**src/hdl/bba_pkg.sv**
```systemverilog
// Buddy block allocator package: sizes, codes, command and status types.
// Shared by the interfaces, the controller, the datapath and the top level.
// No dependencies.
package bba_pkg;

    localparam int MIN_SHIFT   = 10;               // log2 of smallest block bytes
    localparam int UNIT_BITS   = 10;               // log2 of small block count
    localparam int LEVELS      = 11;
    localparam int LVL_W       = 4;
    localparam int IDX_W       = UNIT_BITS;
    localparam int HEAP_W      = 21;
    localparam int ADDR_W      = 64;
    localparam int REQ_W       = 32;
    localparam int CNT_W       = 11;
    localparam int WORD_W      = 32;
    localparam int BIT_W       = 5;
    localparam int BM_WORDS    = 68;               // bitmap words over all levels
    localparam int BM_AW       = 7;
    localparam int SC_DEPTH    = 1 << UNIT_BITS;
    localparam int CLS_W       = 4;
    localparam int CFG_IDX_W   = 1;

    localparam logic [LVL_W-1:0]     TOP_LEVEL   = LVL_W'(LEVELS - 1);
    localparam logic [CLS_W-1:0]     CLASS_EMPTY = 4'hF;
    localparam logic [UNIT_BITS-1:0] CLEAR_LAST  = UNIT_BITS'(SC_DEPTH - 1);

    // Result status codes
    localparam logic [1:0] ST_OK        = 2'd0;
    localparam logic [1:0] ST_TOO_LARGE = 2'd1;
    localparam logic [1:0] ST_NO_SPACE  = 2'd2;
    localparam logic [1:0] ST_BAD_FREE  = 2'd3;

    // Configuration register indexes
    localparam logic [CFG_IDX_W-1:0] CFG_BASE = 1'b0;
    localparam logic [CFG_IDX_W-1:0] CFG_HEAP = 1'b1;

    typedef enum logic [3:0] {
        OP_NONE,
        OP_CLEAR,
        OP_LATCH,
        OP_SEL,
        OP_SCAN_RD,
        OP_SCAN_TAKE,
        OP_SCAN_NEXT,
        OP_SPLIT_RD,
        OP_SPLIT_WR,
        OP_ALLOC_FIN,
        OP_CLS_RD,
        OP_CLS_TAKE,
        OP_MERGE_RD,
        OP_MERGE_WR,
        OP_FREE_FIN,
        OP_PUSH
    } t_op;

    typedef struct packed {
        logic in_ready;
        t_op  op;
    } t_cmd;

    typedef struct packed {
        logic in_valid;
        logic in_kind;
        logic clear_last;
        logic sel_fail;
        logic word_hit;
        logic split_more;
        logic range_bad;
        logic cls_bad;
        logic merge_more;
        logic out_free;
    } t_sts;

    // First bitmap word of each level
    function automatic logic [BM_AW-1:0] level_base(input logic [LVL_W-1:0] lvl);
        logic [BM_AW-1:0] b;
        case (lvl)
            4'd0:    b = 7'd0;
            4'd1:    b = 7'd32;
            4'd2:    b = 7'd48;
            4'd3:    b = 7'd56;
            4'd4:    b = 7'd60;
            4'd5:    b = 7'd62;
            4'd6:    b = 7'd63;
            4'd7:    b = 7'd64;
            4'd8:    b = 7'd65;
            4'd9:    b = 7'd66;
            default: b = 7'd67;
        endcase
        return b;
    endfunction

    // Block bytes at a level
    function automatic logic [HEAP_W-1:0] blk_bytes(input logic [LVL_W-1:0] lvl);
        return HEAP_W'(1 << MIN_SHIFT) << lvl;
    endfunction

endpackage

```
**src/hdl/bba_ctrl.sv**
```systemverilog
// Sequencer of the buddy block allocator: clearing pass, allocate scan and
// split, free lookup and merge. Depends on bba_pkg.
module bba_ctrl (
    input  logic          i_clk,
    input  logic          i_rst_n,
    input  bba_pkg::t_sts i_sts,
    output bba_pkg::t_cmd o_cmd
);
    import bba_pkg::*;

    typedef enum logic [13:0] {
        S_CLEAR     = 14'b00000000000001,
        S_IDLE      = 14'b00000000000010,
        S_SEL       = 14'b00000000000100,
        S_SCAN_RD   = 14'b00000000001000,
        S_SCAN_CHK  = 14'b00000000010000,
        S_SPLIT_RD  = 14'b00000000100000,
        S_SPLIT_WR  = 14'b00000001000000,
        S_ALLOC_FIN = 14'b00000010000000,
        S_CLS_RD    = 14'b00000100000000,
        S_CLS_TAKE  = 14'b00001000000000,
        S_MERGE_RD  = 14'b00010000000000,
        S_MERGE_WR  = 14'b00100000000000,
        S_FREE_FIN  = 14'b01000000000000,
        S_RESULT    = 14'b10000000000000
    } t_state;

    t_state r_state;
    t_state n_state;

    // Next state and command
    always_comb begin
        n_state         = r_state;
        o_cmd.in_ready  = 1'b0;
        o_cmd.op        = OP_NONE;
        unique case (r_state)
            S_CLEAR: begin
                o_cmd.op = OP_CLEAR;
                if (i_sts.clear_last) n_state = S_IDLE;
            end
            S_IDLE: begin
                o_cmd.in_ready = 1'b1;
                o_cmd.op       = OP_LATCH;
                if (i_sts.in_valid) n_state = i_sts.in_kind ? S_CLS_RD : S_SEL;
            end
            S_SEL: begin
                o_cmd.op = OP_SEL;
                n_state  = i_sts.sel_fail ? S_RESULT : S_SCAN_RD;
            end
            S_SCAN_RD: begin
                o_cmd.op = OP_SCAN_RD;
                n_state  = S_SCAN_CHK;
            end
            S_SCAN_CHK: begin
                if (i_sts.word_hit) begin
                    o_cmd.op = OP_SCAN_TAKE;
                    n_state  = i_sts.split_more ? S_SPLIT_RD : S_ALLOC_FIN;
                end else begin
                    o_cmd.op = OP_SCAN_NEXT;
                    n_state  = S_SCAN_RD;
                end
            end
            S_SPLIT_RD: begin
                o_cmd.op = OP_SPLIT_RD;
                n_state  = S_SPLIT_WR;
            end
            S_SPLIT_WR: begin
                o_cmd.op = OP_SPLIT_WR;
                n_state  = i_sts.split_more ? S_SPLIT_RD : S_ALLOC_FIN;
            end
            S_ALLOC_FIN: begin
                o_cmd.op = OP_ALLOC_FIN;
                n_state  = S_RESULT;
            end
            S_CLS_RD: begin
                o_cmd.op = OP_CLS_RD;
                n_state  = i_sts.range_bad ? S_RESULT : S_CLS_TAKE;
            end
            S_CLS_TAKE: begin
                o_cmd.op = OP_CLS_TAKE;
                n_state  = i_sts.cls_bad ? S_RESULT : S_MERGE_RD;
            end
            S_MERGE_RD: begin
                o_cmd.op = OP_MERGE_RD;
                n_state  = S_MERGE_WR;
            end
            S_MERGE_WR: begin
                o_cmd.op = OP_MERGE_WR;
                n_state  = i_sts.merge_more ? S_MERGE_RD : S_FREE_FIN;
            end
            S_FREE_FIN: begin
                o_cmd.op = OP_FREE_FIN;
                n_state  = S_RESULT;
            end
            S_RESULT: begin
                o_cmd.op = OP_PUSH;
                if (i_sts.out_free) n_state = S_IDLE;
            end
            default: n_state = S_CLEAR;
        endcase
    end

    // Advance state
    always_ff @(posedge i_clk) begin
        if (!i_rst_n) begin
            r_state <= S_CLEAR;
        end else begin
            r_state <= n_state;
        end
    end

    // A split or merge step never starts from idle, and each split or merge write follows its read
    assert property (@(posedge i_clk) disable iff (!i_rst_n)
        r_state == S_IDLE |=> r_state == S_IDLE || r_state == S_SEL || r_state == S_CLS_RD)
        else $error("bad exit from idle");
    assert property (@(posedge i_clk) disable iff (!i_rst_n)
        r_state == S_SPLIT_WR |-> $past(r_state) == S_SPLIT_RD)
        else $error("split write without read");
    assert property (@(posedge i_clk) disable iff (!i_rst_n)
        r_state == S_MERGE_WR |-> $past(r_state) == S_MERGE_RD)
        else $error("merge write without read");
endmodule

```
**config.mk**
```make
export PLATFORM = sky130hd
export DESIGN_NAME = bba_ctrl
export DESIGN_NICKNAME = d
export VERILOG_FILES = /design/src/hdl/bba_pkg.sv /design/src/hdl/bba_ctrl.sv
export SDC_FILE = /design/constraint.sdc
export NUM_CORES = 1
export LEC_CHECK = 0
export BUFFER_PORTS_ARGS = -buffer_cell sky130_fd_sc_hd__buf_2
export CORE_MARGIN = 2
export CORE_UTILIZATION = 55
export DETAILED_ROUTE_END_ITERATION = 8
export GPL_TIMING_DRIVEN = 0
export PLACE_DENSITY = 0.79
export SETUP_SLACK_MARGIN = 0.02
export SKIP_LAST_GASP = 1
export SLEW_MARGIN = 15
export SYNTH_ARGS = -nofsm -noshare
export SYNTH_HDL_FRONTEND = slang
export SYNTH_SLANG_ARGS = --single-unit
```
**constraint.sdc**
```tcl
create_clock -name i_clk -period 2.97 [get_ports i_clk]
set_input_delay 0.7425 -clock i_clk [delete_from_list [all_inputs] [get_ports i_clk]]
set_output_delay 0.7425 -clock i_clk [all_outputs]
set_load 0.01 [all_outputs]
```
Word-level counts from Yosys, hierarchy flattened
Index checks and enable logic that the tools add are counted.
{"block": "op_classes", "n_eq_ne": 17, "mux": 14, "n_reduce_logical": 2}
{"operator": "$pmux 14 s13", "n": 1}
{"operator": "$mux 14", "n": 6}
{"operator": "$pmux 4 s14", "n": 1}
{"operator": "$mux 8", "n": 2}
{"operator": "$eq 14x1->1 const B", "n": 1}
{"operator": "$eq 14x10->1 const B", "n": 1}
{"operator": "$eq 14x11->1 const B", "n": 1}
{"operator": "$eq 14x12->1 const B", "n": 1}
{"operator": "$eq 14x13->1 const B", "n": 1}
{"operator": "$eq 14x14->1 const B", "n": 1}
{"operator": "$eq 14x2->1 const B", "n": 1}
{"operator": "$eq 14x3->1 const B", "n": 1}
{"operator": "$eq 14x4->1 const B", "n": 1}
{"operator": "$eq 14x5->1 const B", "n": 1}
{"operator": "$eq 14x6->1 const B", "n": 1}
{"operator": "$eq 14x7->1 const B", "n": 1}
{"operator": "$eq 14x8->1 const B", "n": 1}
{"operator": "$eq 14x9->1 const B", "n": 1}
{"operator": "$mux 13", "n": 1}
{"operator": "$mux 9", "n": 1}
{"operator": "$ne 2x2->1 const B", "n": 3}
{"operator": "$reduce_and 3->1", "n": 1}
{"operator": "$mux 2", "n": 1}
{"operator": "$reduce_or 2->1", "n": 1}
{"operator": "$mux 1", "n": 1}
{"block": "word_totals", "reg_bits": 14, "inputBits": 12, "out_inout_bits": 5, "elab_cells": 34}

Logic depth before layout (Yosys ltp)
{"block": "depth", "ltp_word": 3, "depth_mapped": 6, "mapped_depth_nobuf": 5}

Least setup slack after synthesis
OpenSTA, ideal clock, no wires.
{"block": "synth_timing", "path_kind": "flip-flop to output port", "startpoint": "register r_state[4]", "endpoint": "output o_cmd[1] (netlist bit)", "arrival_ns": 2.000, "required_time_ns": 2.227, "setup_slack_ns": 0.228, "path_stages_with_launch": 7, "n_path_buf": 1, "path_cell_list": "dfxtp_1 -> buf_6 -> or4_4 -> or3_4 -> or4_1 -> o21ai_1 -> a211o_1"}
{"item": "from (decl)", "line_no": "bba_ctrl.sv:28", "source": "t_state r_state;"}
{"item": "from (signal assigned)", "line_no": "bba_ctrl.sv:108", "source": "r_state <= n_state;"}
{"item": "to (decl)", "line_no": "bba_ctrl.sv:7", "source": "output bba_pkg::t_cmd o_cmd"}

==> results.txt <==
Status: finished with violations
Failing checks: negative setup slack
Static Leak: 0.0005849 uW
Largest registers: r_state: 14 flops
Crit-path max FO: 3
Final wirelength: 3010 um
Synth Flop Type: dfxtp_1
Most flops, register: r_state
Clock power share: 29.9%
Final WS setup: -0.07518 ns
Crit end category: output pin
Syn_nets: 159
Top post-synthesis cells by area: dfxtp_1 26%, nand2_1 5.3%, nor2b_1 4.7%
Vias in the first global route: 1012
Port Buf Inserts: 15
CTS clk-pin slew, worst paths: 0.09 ns
Inserted Diodes: 0
Tcrit/Tclk final: 102.5%
CP most frequent cell: or4_4
Yosys top cell area share: 26.17%
Net Sw Frac: 31.51%
Netlist cell types: 41
Final Max Tran Viols: 0
Initial core utilization: 60.07%
Register bit count reported by yosys: 14
Power density cells: 359.3 mW/mm^2
RSZ-0062 raised after global routing: true
Placed cell count: 187
Max cap viols: 0
Hold buffers post-CTS: 0
CTS tree: done
Layout cells sized above 1: 24.56%
Post-Route Setup TNS: -0.07518 ns
Antenna-violating nets left: 0
Largest net degree at the start of global routing: 11
Worst endpoint data arrival time: 2.30 ns
Final hold viol count: 0
Largest register FFs: 14
TritonCTS Buffers: 3
Post-synthesis sequential area ratio: 26.17%
Root buf cell: clkbuf_4
CP max-delay cell: or4_4
Post-synth EDFFs: 0
Site row count: 15
# IOs: 17
Max Root-Sink Buffers: 2
Crit path kind: reg -> out
Synth Cell Area: 0.001071 mm^2
Dominant cell type by area after synthesis: dfxtp_1
1st-iter DRT viols: 68
Seq pwr share: 42.3%
Clk_skew: 0.003743 ns
DR WL/cell: 15.36 um
Tot GR Track Use: 27.90%
Overall power: 472.1 uW
Final Util: 73.68%
Highest Clock Rate: 328.4 MHz
Sw power: 148.7 uW
Drt first pass iters: 4
Final setup vio count: 1
Slew margin rel.: 63.51%
DRC: 0
Via count: 1223
First-pass GRT wire length: 4491 um
Synth cell count leaders: 15 x nand2_1, 14 x dfxtp_1, 13 x nor2_1, 10 x nor3_1, 10 x o21ai_0
Synthesized area per cell: 7.286 um^2
Share of flip-flops with an asynchronous set or reset: 0%
CTS H-tree lvls: 1
Initial antenna violation count: 0
Die W: 48.13 um
Worst-Skew Late Latency: 0.29 ns
Gpl congestion: 0.9257
Layout overhead on the synthesized area: 22.66%
Total gr overflow: 0
Count leader, synth: nand2_1
DP HPWL: 2051 um
Cell Int Power: 323.3 uW
Core area: 0.001783 mm^2
Vias per cell: 6.240
Critical Path RT: 2.23 ns
Final min period: 3.045 ns
Number of clock sinks: 14
Chip height: 48.13 um
Slew @ Worst Pin: 0.5428 ns
Setup crit start kind: register
Cell count after synthesis: 147
Fillers: 140
Pre-CTS setup slack: 0.002535 ns
Nets: 184
CP cell instances: or4_4, or3_4, or4_4, o21ai_2, a211o_1, buf_2
DIE AREA: 0.002317 mm^2
YS warnings: 0
Slowest stage delay, CP: 0.55 ns
Logic pwr share: 27.8%
Finished Layout Cells: 196
Worst vdd ir: 0.3326 mV
Hold crit path type: in -> reg
power groups by stage:
stage	sequential, uW	clock [uW]	combinational [uW]
after floorplan	203	0	88.2
after global placement	204	0	121
after detailed placement	204	0	122
after CTS	198	143	123
after global routing	201	150	143
final	200	141	131
final cells by class:
cell class                      instances  area [um^2]  area share [%]
Clock buffer                            4        36.28           2.762
Multi-Input combinational cell        119        779.5           59.33
Sequential cell                        14        289.0           22.00
Tap cell                               25        31.28           2.381
Timing Repair Buffer                   23        135.1           10.29
Buffer                                  7        27.53           2.095
Inverter                                4        15.01           1.143
worst max-delay path, delay by kind of cell, from the launching register on:
family	cells	cell delay, ns
DFF	1	0.35
AOI/OAI and AO/OA	2	0.22
buffers and inverters	1	0.13
and+or+nand+nor	3	1.32
routing by layer:
layer	up-vias	track usage, %	wire length [um]
met5	-	0	0
met3	17	2.593	264
met4	0	11.89	113
met2	85	44.80	1323
met1	538	38.24	1308
li1	583	-	-
through the flow:
step | hold WS, ns | cell area, um^2
after floorplan | 0.5271 | 1071
after global placement | 0.5692 | 1177
after detailed placement | 0.5673 | 1177
after CTS | 0.5878 | 1250
after global routing | 0.6118 | 1314
final | 0.6067 | 1314
path summary, 6_finish.rpt:
kind	from	end	slack, ns	depth (start not counted)
min reg2reg	r_state[13]	r_state[9]	0.61	3
max reg2reg	r_state[1]	r_state[0]	0.82	6
max	r_state[4]	o_cmd[1]	-0.08	6
min	i_sts[4]	r_state[7]	0.61	2
what timing repair did:
item,4_1_cts,5_1_grt
setup buffers,5,3
resized for setup,7,7
pin swaps,4,3
endpoints found under the setup margin,3,3
cells by family after synthesis:
family,Yosys count,share of synthesized area (%)
AO/OA/AOI/OAI,28,17.06
XOR/XNOR,6,4.907
buffers and inverters,14,6.075
flip-flops,14,26.17
multiplexers,1,0.9346
AND/OR/NAND/NOR,84,44.86
cell usage in the layout, fill, tap and decap left out, types with 2 or more instances in the layout:
master	instances
o21ai_0	10
nor3b_1	3
a21oi_1	5
xnor2_1	3
a21boi_0	2
and2_1	2
xor2_1	3
nor4_1	2
inv_1	4
nor2b_1	8
and3b_1	2
dfxtp_1	11
nand3_1	4
buf_2	16
nor3_1	9
a211o_1	2
dfxtp_4	2
and3_1	4
nand2_1	15
or4b_2	2
or4_4	2
nor4_4	2
nand3b_1	4
nor2_1	13
nand4_1	3
clkbuf_1	6
buf_4	8
and4b_1	2
clkbuf_4	3
(Power assumes the default switching activity.)
